===== config.mk =====
export PLATFORM = sky130hd
export DESIGN_NAME = inverter_powerup_sequencer_flat
export DESIGN_NICKNAME = d
export VERILOG_FILES = /design/src/ips_pkg.sv /design/src/ips_if.sv /design/src/inverter_powerup_sequencer.sv /design/src/flat_wrapper.sv
export SDC_FILE = /design/constraint.sdc
export NUM_CORES = 1
export LEC_CHECK = 0
export ABC_AREA = 1
export BUFFER_PORTS_ARGS = -buffer_cell sky130_fd_sc_hd__buf_2
export CAP_MARGIN = 30
export CORE_UTILIZATION = 60
export DETAILED_ROUTE_END_ITERATION = 6
export PLACE_DENSITY = 0.89
export SLEW_MARGIN = 10
export SYNTH_ARGS = -nofsm -noshare
export SYNTH_HDL_FRONTEND = slang
export SYNTH_SLANG_ARGS = --single-unit

===== constraint.sdc =====
create_clock -name clk_i -period 8.25 [get_ports clk_i]
set_input_delay 0.825 -clock clk_i [delete_from_list [all_inputs] [get_ports clk_i]]
set_output_delay 0.825 -clock clk_i [all_outputs]
set_load 0.02 [all_outputs]

===== src/ips_pkg.sv =====
`timescale 1ns / 1ps
// ----------------------------------------------------------------------------
// ips_pkg
// Shared constants and types for the inverter power-up sequencer.
// ----------------------------------------------------------------------------
package ips_pkg;

  localparam int unsigned PedalW        = 13;
  localparam int unsigned MaskW         = 3;
  localparam int unsigned TorqueW       = 16;
  localparam int unsigned MaxTorqueW    = 15;
  localparam int unsigned HoldW         = 6;
  localparam int unsigned PhaseW        = 3;
  localparam int unsigned LampW         = 6;
  localparam int unsigned TargetW       = 4;
  localparam int unsigned LatchW        = 12;
  localparam int unsigned BeatW         = 4;
  localparam int unsigned PedalFracBits = 12;
  localparam int unsigned ProdW         = PedalW + MaxTorqueW;
  localparam int unsigned FullW         = PedalFracBits + 1;

  localparam int unsigned ApbAddrW = 3;
  localparam int unsigned ApbDataW = 32;

  localparam logic [MaxTorqueW-1:0] MaxTorqueRst = MaxTorqueW'(1000);
  localparam logic [HoldW-1:0]      HoldRst      = HoldW'(50);
  localparam logic [HoldW-1:0]      HoldMax      = HoldW'(62);
  localparam logic [BeatW-1:0]      BeatLast     = BeatW'(9);

  localparam logic [MaskW-1:0]   MaskAll     = '1;
  localparam logic [TargetW-1:0] TargetNone  = TargetW'(0);
  localparam logic [TargetW-1:0] TargetFl    = TargetW'(1);
  localparam logic [TargetW-1:0] TargetAll   = TargetW'(15);

  // register index
  localparam logic RegMaxTorque = 1'b0;
  localparam logic RegHoldTicks = 1'b1;

  // phase codes
  localparam logic [PhaseW-1:0] PhNotReady  = 3'd0;
  localparam logic [PhaseW-1:0] PhPowered   = 3'd1;
  localparam logic [PhaseW-1:0] PhPrecharge = 3'd2;
  localparam logic [PhaseW-1:0] PhWait      = 3'd3;
  localparam logic [PhaseW-1:0] PhStandby   = 3'd4;
  localparam logic [PhaseW-1:0] PhRun       = 3'd5;
  localparam logic [PhaseW-1:0] PhShutdown  = 3'd6;

  // latch bit positions
  localparam int unsigned LPrecharge = 0;
  localparam int unsigned LInterlock = 1;
  localparam int unsigned LActivate  = 2;
  localparam int unsigned LDcOn      = 3;
  localparam int unsigned LEnable    = 4;
  localparam int unsigned LInvOn     = 5;
  localparam int unsigned LLampMain  = 6;
  localparam int unsigned LLampDrv   = 7;
  localparam int unsigned LLampSns   = 8;
  localparam int unsigned LLampFl    = 9;
  localparam int unsigned LLampFr    = 10;
  localparam int unsigned LLampRl    = 11;

  typedef struct packed {
    logic [PhaseW-1:0]        phase;
    logic [LatchW-1:0]        latches;
    logic                     heartbeat;
    logic signed [TorqueW-1:0] torque_value;
    logic [MaxTorqueW-1:0]    torque_limit;
    logic [TargetW-1:0]       torque_targets;
  } result_t;

endpackage


===== src/ips_if.sv =====
`timescale 1ns / 1ps
// ----------------------------------------------------------------------------
// ips_in_if / ips_out_if
// Valid/ready channels for status ticks and sequencer results.
// ----------------------------------------------------------------------------
interface ips_in_if;
  logic        valid;
  logic        ready;
  logic        main_switch;
  logic        ready_button;
  logic [12:0] pedal_position;
  logic [2:0]  ready_mask;
  logic [2:0]  precharged_mask;
  logic [2:0]  dc_echo_mask;
  logic [2:0]  dc_quit_mask;
  logic [2:0]  inv_echo_mask;
  logic [2:0]  inv_quit_mask;

  modport source (
    output valid, main_switch, ready_button, pedal_position, ready_mask,
           precharged_mask, dc_echo_mask, dc_quit_mask, inv_echo_mask, inv_quit_mask,
    input  ready
  );
  modport sink (
    input  valid, main_switch, ready_button, pedal_position, ready_mask,
           precharged_mask, dc_echo_mask, dc_quit_mask, inv_echo_mask, inv_quit_mask,
    output ready
  );
endinterface

interface ips_out_if;
  logic               valid;
  logic               ready;
  logic [2:0]         phase;
  logic               precharge_relay;
  logic               interlock_relay;
  logic               activate_relay;
  logic               dc_on_command;
  logic               enable_command;
  logic               inverter_on_command;
  logic [5:0]         lamp_bits;
  logic               heartbeat;
  logic signed [15:0] torque_value;
  logic [14:0]        torque_limit;
  logic [3:0]         torque_targets;

  modport source (
    output valid, phase, precharge_relay, interlock_relay, activate_relay,
           dc_on_command, enable_command, inverter_on_command, lamp_bits,
           heartbeat, torque_value, torque_limit, torque_targets,
    input  ready
  );
  modport sink (
    input  valid, phase, precharge_relay, interlock_relay, activate_relay,
           dc_on_command, enable_command, inverter_on_command, lamp_bits,
           heartbeat, torque_value, torque_limit, torque_targets,
    output ready
  );
endinterface


===== src/inverter_powerup_sequencer.sv =====
`timescale 1ns / 1ps
// ----------------------------------------------------------------------------
// inverter_powerup_sequencer
// Seven-phase power-up and drive sequencer, one status tick per transaction.
//
//   channel   dir   handshake        content
//   in_i      in    valid/ready      switch, button, pedal, inverter status
//   out_o     out   valid/ready      phase, relays, commands, lamps, torque
//   apb       in    psel/penable     torque scale (0x0), button_hold_ticks (0x4)
//
// One tick per cycle while results are taken; a result appears the cycle after its tick is taken.
// All state updates and the pedal-by-torque product are worked out combinationally.
// The output register holds a result until taken; a new tick is taken
// in the same cycle the held result leaves.
// Reset: phase not ready, latches clear, forward direction, registers default.
// ----------------------------------------------------------------------------
module inverter_powerup_sequencer (
  input  logic                             clk_i,
  input  logic                             rst_ni,
  ips_in_if.sink                           in_i,
  ips_out_if.source                        out_o,
  input  logic                             psel,
  input  logic                             penable,
  input  logic                             pwrite,
  input  logic [ips_pkg::ApbAddrW-1:0]     paddr,
  input  logic [ips_pkg::ApbDataW-1:0]     pwdata,
  output logic [ips_pkg::ApbDataW-1:0]     prdata,
  output logic                             pready
);
  import ips_pkg::*;

  logic [MaxTorqueW-1:0] trq_scale_q;
  logic [HoldW-1:0]      hold_ticks_q;
  logic [PhaseW-1:0]     phase_q, phase_d;
  logic [HoldW-1:0]      hold_cnt_q, hold_cnt_d;
  logic                  fwd_q, fwd_d;
  logic [BeatW-1:0]      beat_div_q, beat_div_d;
  logic                  beat_q, beat_d;
  logic [LatchW-1:0]     latch_q, latch_d;
  logic                  out_valid_q;
  result_t               res_q, res_d;

  logic                  in_acc;
  logic                  cfg_wr;
  logic [HoldW-1:0]      hold_lim;
  logic [FullW-1:0]      pedal_full;
  logic [PedalW-1:0]     pedal_sat;
  logic [ProdW-1:0]      prod;
  logic [ProdW-1:0]      prod_sh;
  logic [TorqueW-1:0]    mag;

  // configuration port
  assign pready = 1'b1;
  assign cfg_wr = psel & penable & pwrite;

  always_ff @(posedge clk_i or negedge rst_ni) begin
    if (!rst_ni) begin
      trq_scale_q  <= MaxTorqueRst;
      hold_ticks_q <= HoldRst;
    end else if (cfg_wr) begin
      unique case (paddr[2])
        RegMaxTorque: trq_scale_q  <= pwdata[MaxTorqueW-1:0];
        RegHoldTicks: hold_ticks_q <= pwdata[HoldW-1:0];
        default:      ;
      endcase
    end
  end

  always_comb begin
    unique case (paddr[2])
      RegMaxTorque: prdata = ApbDataW'(trq_scale_q);
      RegHoldTicks: prdata = ApbDataW'(hold_ticks_q);
      default:      prdata = '0;
    endcase
  end

  // handshake
  assign in_i.ready = !out_valid_q || out_o.ready;
  assign in_acc     = in_i.valid && in_i.ready;

  // torque magnitude
  assign hold_lim   = (hold_ticks_q > HoldMax) ? HoldMax : hold_ticks_q;
  assign pedal_full = FullW'(1) << PedalFracBits;
  assign pedal_sat  = (FullW'(in_i.pedal_position) > pedal_full)
                      ? PedalW'(pedal_full) : in_i.pedal_position;
  assign prod       = ProdW'(pedal_sat) * ProdW'(trq_scale_q);
  assign prod_sh    = prod >> PedalFracBits;
  assign mag        = prod_sh[TorqueW-1:0];

  always_comb begin
    phase_d    = phase_q;
    hold_cnt_d = hold_cnt_q;
    fwd_d      = fwd_q;
    latch_d    = latch_q;
    beat_d     = (beat_div_q == '0) ? ~beat_q : beat_q;
    beat_div_d = (beat_div_q >= BeatLast) ? '0 : beat_div_q + BeatW'(1);

    res_d.torque_value   = '0;
    res_d.torque_limit   = '0;
    res_d.torque_targets = TargetNone;

    unique case (phase_q)
      PhNotReady: begin
        if (in_i.main_switch) phase_d = PhPowered;
      end
      PhPowered: begin
        latch_d[LLampMain] = 1'b1;
        latch_d[LLampFl]   = in_i.ready_mask[0];
        latch_d[LLampFr]   = in_i.ready_mask[1];
        latch_d[LLampRl]   = in_i.ready_mask[2];
        if (in_i.ready_mask == MaskAll) phase_d = PhPrecharge;
      end
      PhPrecharge: begin
        latch_d[LLampDrv]   = 1'b1;
        latch_d[LPrecharge] = 1'b1;
        if (in_i.precharged_mask == MaskAll) begin
          latch_d[LDcOn] = 1'b1;
          if (in_i.dc_echo_mask == MaskAll && in_i.dc_quit_mask == MaskAll) begin
            latch_d[LInterlock] = 1'b1;
            latch_d[LPrecharge] = 1'b0;
            phase_d             = PhWait;
          end
        end
      end
      PhWait: begin
        latch_d[LLampSns]    = 1'b1;
        res_d.torque_targets = TargetAll;
        if (in_i.ready_button) phase_d = PhStandby;
      end
      PhStandby: begin
        latch_d[LLampMain] = 1'b0;
        latch_d[LEnable]   = 1'b1;
        latch_d[LInvOn]    = 1'b1;
        if (in_i.inv_echo_mask[0] && in_i.inv_quit_mask[0]) begin
          latch_d[LActivate] = 1'b1;
          phase_d            = PhRun;
        end
      end
      PhRun: begin
        latch_d[LLampDrv] = 1'b0;
        if (!in_i.ready_button) begin
          hold_cnt_d = '0;
        end else if (hold_cnt_q >= hold_lim) begin
          if (hold_cnt_q == hold_lim) fwd_d = ~fwd_q;
          hold_cnt_d = hold_lim + HoldW'(1);
        end else begin
          hold_cnt_d = hold_cnt_q + HoldW'(1);
        end
        res_d.torque_value   = fwd_d ? $signed(mag) : $signed(-mag);
        res_d.torque_limit   = trq_scale_q;
        res_d.torque_targets = TargetFl;
        if (!in_i.main_switch) phase_d = PhShutdown;
      end
      PhShutdown: begin
        latch_d[LLampSns]    = 1'b0;
        latch_d[LActivate]   = 1'b0;
        latch_d[LInvOn]      = 1'b0;
        res_d.torque_targets = TargetAll;
        if (in_i.inv_echo_mask == '0) begin
          latch_d[LEnable] = 1'b0;
          if (in_i.inv_quit_mask == '0) begin
            latch_d[LDcOn] = 1'b0;
            if (in_i.dc_echo_mask == '0 && in_i.dc_quit_mask == '0) begin
              latch_d[LInterlock] = 1'b0;
            end
          end
        end
      end
      default: ;
    endcase

    res_d.phase     = phase_d;
    res_d.latches   = latch_d;
    res_d.heartbeat = beat_d;
  end

  // sequencer state
  always_ff @(posedge clk_i or negedge rst_ni) begin
    if (!rst_ni) begin
      phase_q    <= PhNotReady;
      hold_cnt_q <= '0;
      fwd_q      <= 1'b1;
      beat_div_q <= '0;
      beat_q     <= 1'b0;
      latch_q    <= '0;
    end else if (in_acc) begin
      phase_q    <= phase_d;
      hold_cnt_q <= hold_cnt_d;
      fwd_q      <= fwd_d;
      beat_div_q <= beat_div_d;
      beat_q     <= beat_d;
      latch_q    <= latch_d;
    end
  end

  // result register
  always_ff @(posedge clk_i or negedge rst_ni) begin
    if (!rst_ni) begin
      out_valid_q <= 1'b0;
    end else if (in_i.ready) begin
      out_valid_q <= in_i.valid;
    end
  end

  always_ff @(posedge clk_i) begin
    if (in_acc) res_q <= res_d;
  end

  assign out_o.valid               = out_valid_q;
  assign out_o.phase               = res_q.phase;
  assign out_o.precharge_relay     = res_q.latches[LPrecharge];
  assign out_o.interlock_relay     = res_q.latches[LInterlock];
  assign out_o.activate_relay      = res_q.latches[LActivate];
  assign out_o.dc_on_command       = res_q.latches[LDcOn];
  assign out_o.enable_command      = res_q.latches[LEnable];
  assign out_o.inverter_on_command = res_q.latches[LInvOn];
  assign out_o.lamp_bits           = res_q.latches[LLampRl:LLampMain];
  assign out_o.heartbeat           = res_q.heartbeat;
  assign out_o.torque_value        = res_q.torque_value;
  assign out_o.torque_limit        = res_q.torque_limit;
  assign out_o.torque_targets      = res_q.torque_targets;

endmodule


===== src/flat_wrapper.sv =====
// flat-port wrapper written by rule: the top's interface ports become plain ports
module inverter_powerup_sequencer_flat import ips_pkg::*;
  (clk_i, rst_ni, psel, penable, pwrite, paddr, pwdata, prdata, pready, in_i_valid, in_i_main_switch, in_i_ready_button, in_i_pedal_position, in_i_ready_mask, in_i_precharged_mask, in_i_dc_echo_mask, in_i_dc_quit_mask, in_i_inv_echo_mask, in_i_inv_quit_mask, in_i_ready, out_o_valid, out_o_phase, out_o_precharge_relay, out_o_interlock_relay, out_o_activate_relay, out_o_dc_on_command, out_o_enable_command, out_o_inverter_on_command, out_o_lamp_bits, out_o_heartbeat, out_o_torque_value, out_o_torque_limit, out_o_torque_targets, out_o_ready);
  ips_in_if in_i_i ();
  ips_out_if out_o_i ();
  input  logic clk_i;
  input  logic rst_ni;
  input  logic psel;
  input  logic penable;
  input  logic pwrite;
  input  logic [ips_pkg::ApbAddrW-1:0] paddr;
  input  logic [ips_pkg::ApbDataW-1:0] pwdata;
  output logic [ips_pkg::ApbDataW-1:0] prdata;
  output logic pready;
  input wire logic [$bits(in_i_i.valid)-1:0] in_i_valid;
  input wire logic [$bits(in_i_i.main_switch)-1:0] in_i_main_switch;
  input wire logic [$bits(in_i_i.ready_button)-1:0] in_i_ready_button;
  input wire logic [$bits(in_i_i.pedal_position)-1:0] in_i_pedal_position;
  input wire logic [$bits(in_i_i.ready_mask)-1:0] in_i_ready_mask;
  input wire logic [$bits(in_i_i.precharged_mask)-1:0] in_i_precharged_mask;
  input wire logic [$bits(in_i_i.dc_echo_mask)-1:0] in_i_dc_echo_mask;
  input wire logic [$bits(in_i_i.dc_quit_mask)-1:0] in_i_dc_quit_mask;
  input wire logic [$bits(in_i_i.inv_echo_mask)-1:0] in_i_inv_echo_mask;
  input wire logic [$bits(in_i_i.inv_quit_mask)-1:0] in_i_inv_quit_mask;
  output wire logic [$bits(in_i_i.ready)-1:0] in_i_ready;
  output wire logic [$bits(out_o_i.valid)-1:0] out_o_valid;
  output wire logic [$bits(out_o_i.phase)-1:0] out_o_phase;
  output wire logic [$bits(out_o_i.precharge_relay)-1:0] out_o_precharge_relay;
  output wire logic [$bits(out_o_i.interlock_relay)-1:0] out_o_interlock_relay;
  output wire logic [$bits(out_o_i.activate_relay)-1:0] out_o_activate_relay;
  output wire logic [$bits(out_o_i.dc_on_command)-1:0] out_o_dc_on_command;
  output wire logic [$bits(out_o_i.enable_command)-1:0] out_o_enable_command;
  output wire logic [$bits(out_o_i.inverter_on_command)-1:0] out_o_inverter_on_command;
  output wire logic [$bits(out_o_i.lamp_bits)-1:0] out_o_lamp_bits;
  output wire logic [$bits(out_o_i.heartbeat)-1:0] out_o_heartbeat;
  output wire logic [$bits(out_o_i.torque_value)-1:0] out_o_torque_value;
  output wire logic [$bits(out_o_i.torque_limit)-1:0] out_o_torque_limit;
  output wire logic [$bits(out_o_i.torque_targets)-1:0] out_o_torque_targets;
  input wire logic [$bits(out_o_i.ready)-1:0] out_o_ready;
  assign in_i_i.valid = in_i_valid;
  assign in_i_i.main_switch = in_i_main_switch;
  assign in_i_i.ready_button = in_i_ready_button;
  assign in_i_i.pedal_position = in_i_pedal_position;
  assign in_i_i.ready_mask = in_i_ready_mask;
  assign in_i_i.precharged_mask = in_i_precharged_mask;
  assign in_i_i.dc_echo_mask = in_i_dc_echo_mask;
  assign in_i_i.dc_quit_mask = in_i_dc_quit_mask;
  assign in_i_i.inv_echo_mask = in_i_inv_echo_mask;
  assign in_i_i.inv_quit_mask = in_i_inv_quit_mask;
  assign in_i_ready = in_i_i.ready;
  assign out_o_valid = out_o_i.valid;
  assign out_o_phase = out_o_i.phase;
  assign out_o_precharge_relay = out_o_i.precharge_relay;
  assign out_o_interlock_relay = out_o_i.interlock_relay;
  assign out_o_activate_relay = out_o_i.activate_relay;
  assign out_o_dc_on_command = out_o_i.dc_on_command;
  assign out_o_enable_command = out_o_i.enable_command;
  assign out_o_inverter_on_command = out_o_i.inverter_on_command;
  assign out_o_lamp_bits = out_o_i.lamp_bits;
  assign out_o_heartbeat = out_o_i.heartbeat;
  assign out_o_torque_value = out_o_i.torque_value;
  assign out_o_torque_limit = out_o_i.torque_limit;
  assign out_o_torque_targets = out_o_i.torque_targets;
  assign out_o_i.ready = out_o_ready;
  inverter_powerup_sequencer u_core (.clk_i(clk_i), .rst_ni(rst_ni), .in_i(in_i_i), .out_o(out_o_i), .psel(psel), .penable(penable), .pwrite(pwrite), .paddr(paddr), .pwdata(pwdata), .prdata(prdata), .pready(pready));
endmodule

==> summary.md <==
| Metric | Value |
|---|---|
| Outcome | finished with violations |
| Violated checks | DRC |
| CP Buf/Inv Count | 6 |
| Dominant cell type by area after synthesis | fa_1 |
| Worst vdd ir | 0.289 mV |
| Port Buffers | 123 |
| Vias in the first global route | 10100 |
| Setup slack at placement | 0.689 ns |
| Total core area | 18100 sq um |
| Delay of the slowest critical-path stage | 0.56 ns |
| Hold crit path type | flip-flop to flip-flop |
| Hold Crit Start | u_core.latch_q[3]$_DFFE_PN0P_ |
| Max Cap Violations | 0 |
| Clock tree root driver cell | clkbuf_16 |
| Most common library cells after synthesis | inv_1, nand2_1, nor2_1, fa_1, ha_1 |
| Die height | 139 um |
| Yosys cell types | 46 |
| RSZ-0062 raised after global routing | no |
| Slew Viols, Final | 0 |
| Setup ws final | 0.907 ns |
| Inserted Clock Buffers | 9 |
| Post-cts resize count | 0 |
| Synth top area share | 25.3% |
| Final Hold Viols | 0 |
| Antenna violations before repair | 0 |
| Power density cells | 426 nW/um^2 |
| Setup Total Neg Slack | 0 ns |
| Area grow syn2layout | 9.21% |
| Finished Cell Area | 12300 sq um |
| Number of diodes | 0 |
| Avg WL per Cell | 16.5 um |
| Min Tclk post-route | 7.34 ns |
| GR Overflow Total | 0 |
| Hold Crit Depth | 2 |
| Gpl congestion | 0.966 |
| Synth Register Bits | 98 |
| CP Launch Point | in_i_pedal_position[1] |
| DP Area | approximately 12000 sq um |
| Fmax | 136 MHz |
| Final HPWL DP | 22.4 mm |
| Register area share after synthesis | 24.1% |
| Cell Rows | 49 |
| Clock slew at reported path FFs | 0.07 ns |
| Arrival time of the worst setup path | 7.46 ns |
| Final setup vio count | 0 |
| Slowest-stage cell, CP | fa_1 |
| Area of the multi-input gates | between 7000 and 8000 sq um |
| Main area contributors after synthesis | fa_1, edfxtp_1, inv_1, nand2_1, ha_1 |
| Post-synth EDFFs | 49 |
| Mapped Cells | 1417 |
| DR DRC count | 12 |
| CTS Hold Bufs | 0 |
| Clock Skew | 0.0110 ns |
| Delay-heaviest family, CP | adder cells |
| Leak pwr | 6.56 nW |
| Syn Area/Cell | around 7.9 sq um |
| Initial drt markers | approximately 800 |
| # Post-CTS Setup Buffers | 0 |
| First-pass GRT wire length | 48.3 mm |
| Router iterations before antenna repair | 7 |
| Vias per Instance | 5.58 |
| Synth Warn # | 0 |
| Detail Route Antenna Nets | 0 |
| Final Cycle Share | around nine tenths |
| Die footprint | 19300 sq um |
| Most frequent cell after synthesis | inv_1 |
| Worst Hold End | u_core.latch_q[3]$_DFFE_PN0P_ |
| Clk buf depth | 2 |
| RR Endpoint | u_core.out_o.torque_value[14]$_SDFFCE_PN0P_ |
| Gr usage total | between 30% and 40% |
| IO Pins | approximately 160 |
| Sequential cell area | 2710 sq um |
| CTS tree | yes |
| Layout fillers | 1395 |
| Routed WL | 28.9 mm |
| RR Startpoint | u_core.trq_scale_q[8]$_DFFE_PN1P_ |
| Layout cells sized above 1 | 11.5% |
| R2r setup slk | 1.71 ns |
| Clk sinks | 98 |
| Req. time, crit path | around 8.4 ns |
| Via Count | about 9800 |
| R2R depth | 26 |
| Slew @ Worst Pin | 0.960 ns |
| H-tree Lvls | 3 |
| CP Max Fanout | 9 |
| Largest net degree at the start of global routing | 50 |
| Worst-Skew Late Latency | 0.37 ns |
| WS Path Type | input port to flip-flop |
| Max-slew headroom | a little over a third |
| Post-synthesis async set-or-reset flop share | 50.0% |
| Ys flop type | edfxtp_1 |
| Post-synthesis cell area | 11200 sq um |
| CP Capture Type | flip-flop |
| Initial Util | 62.0% |
| Setup crit start kind | input port |
| Die width | 139 um |
| Nets@finish | 1813 |
-- state kept, by name, indices dropped and copies added, names as in the netlist, 2 cells and up --
register                     cells
u_core.out_o.phase               3
u_core.phase_q                   3
u_core.out_o.lamp_bits           6
u_core.hold_cnt_q                6
u_core.out_o.torque_limit       15
u_core.hold_ticks_q              6
u_core.out_o.torque_value       16
u_core.latch_q                  12
u_core.trq_scale_q              15
u_core.out_o.torque_targets      2
u_core.beat_div_q                4
-- placed cells by master (no fill, tap or decap), drive strengths merged, types with 5 or more instances in the layout --
master,synthesis,final
dfrtp,39,39
a31oi,7,7
dfstp,10,10
a21oi,61,61
nand3,38,38
edfxtp,49,49
buf,23,129
o21ai,74,74
ha,80,80
nand4,10,10
clkbuf,34,10
xor2,5,5
fa,142,142
clkinv,5,7
inv,302,305
conb,2,18
nor3,13,13
o21a,6,6
nor2,205,205
nand2,286,286
o22ai,5,5
-- layer usage --
metal / part of all wire, % / global-route usage (%) / vias up
met5: 0 / 0 / -
met4: 4.6 / 16.4 / 0
met3: 8.0 / 5.84 / 114
met2: 49 / 56.5 / 476
met1: 38 / 37.6 / 4696
li1: - / - / 4483
-- stage by stage --
step	total power [W]	utilization [%]	hold slack [ns]	instances
finish	0.00523	67.7	0.508	1750
floorplan	0.00377	-	0.448	1433
CTS	0.00518	67.6	0.514	1749
detailed placement	0.00466	65.8	0.487	1733
global route	0.00579	67.7	0.540	1750
global placement	0.00452	65.8	0.468	1733
-- where the power goes --
part / switching (W) / internal (W)
registers: 0.0000993 / 0.000673
clock network: 0.000219 / 0.000233
logic: 0.00266 / 0.00135
total: 0.00298 / 0.00225
-- layout make-up --
class                      count  area share, %
multi-input combinational    971           58.2
sequential                    98           22.1
inverter                     307           9.38
timing repair buffer         129           5.44
tap                          229           2.33
clock buffer                  10           2.04
clock inverter                 6          0.560
-- worst reg2reg max path, stage by stage, from the launching register on --
cell,delay [ns]
dfstp_2,0.68
clkinv_1,0.39
nor2_1,0.27
fa_1,0.42
inv_1,0.08
fa_1,0.40
inv_1,0.09
fa_1,0.47
fa_1,0.56
inv_1,0.06
fa_1,0.54
inv_1,0.06
ha_1,0.21
a21oi_1,0.12
inv_1,0.07
a31oi_1,0.21
o21ai_0,0.19
a31oi_1,0.25
xor2_1,0.30
ha_1,0.24
nand2_1,0.07
nor2_1,0.09
nand2_1,0.11
nor2_2,0.14
nand3_1,0.11
a21oi_1,0.13
nor2_1,0.06
-- logic make-up after synthesis --
family	count (synthesis)	synth area share (%)
compound gates	161	7.77
fa+ha+maj	222	34.2
other cells	2	0.0668
simple gates	562	20.4
buf+inv	364	12.9
xor+xnor	8	0.623
flops	98	24.1
-- worst max-delay path by stage --
stage | cells after the start | to | slack (ns)
floorplan | 31 | u_core.out_o.torque_value[14]$_SDFFCE_PN0P_ | 1.56
global placement | 31 | u_core.out_o.torque_value[14]$_SDFFCE_PN0P_ | 0.79
detailed placement | 31 | u_core.out_o.torque_value[14]$_SDFFCE_PN0P_ | 0.69
CTS | 31 | u_core.out_o.torque_value[14]$_SDFFCE_PN0P_ | 1.01
global route | 32 | u_core.out_o.torque_value[14]$_SDFFCE_PN0P_ | 0.47
finish | 31 | u_core.out_o.torque_value[14]$_SDFFCE_PN0P_ | 0.91
Power figures use the tool's default switching activity.
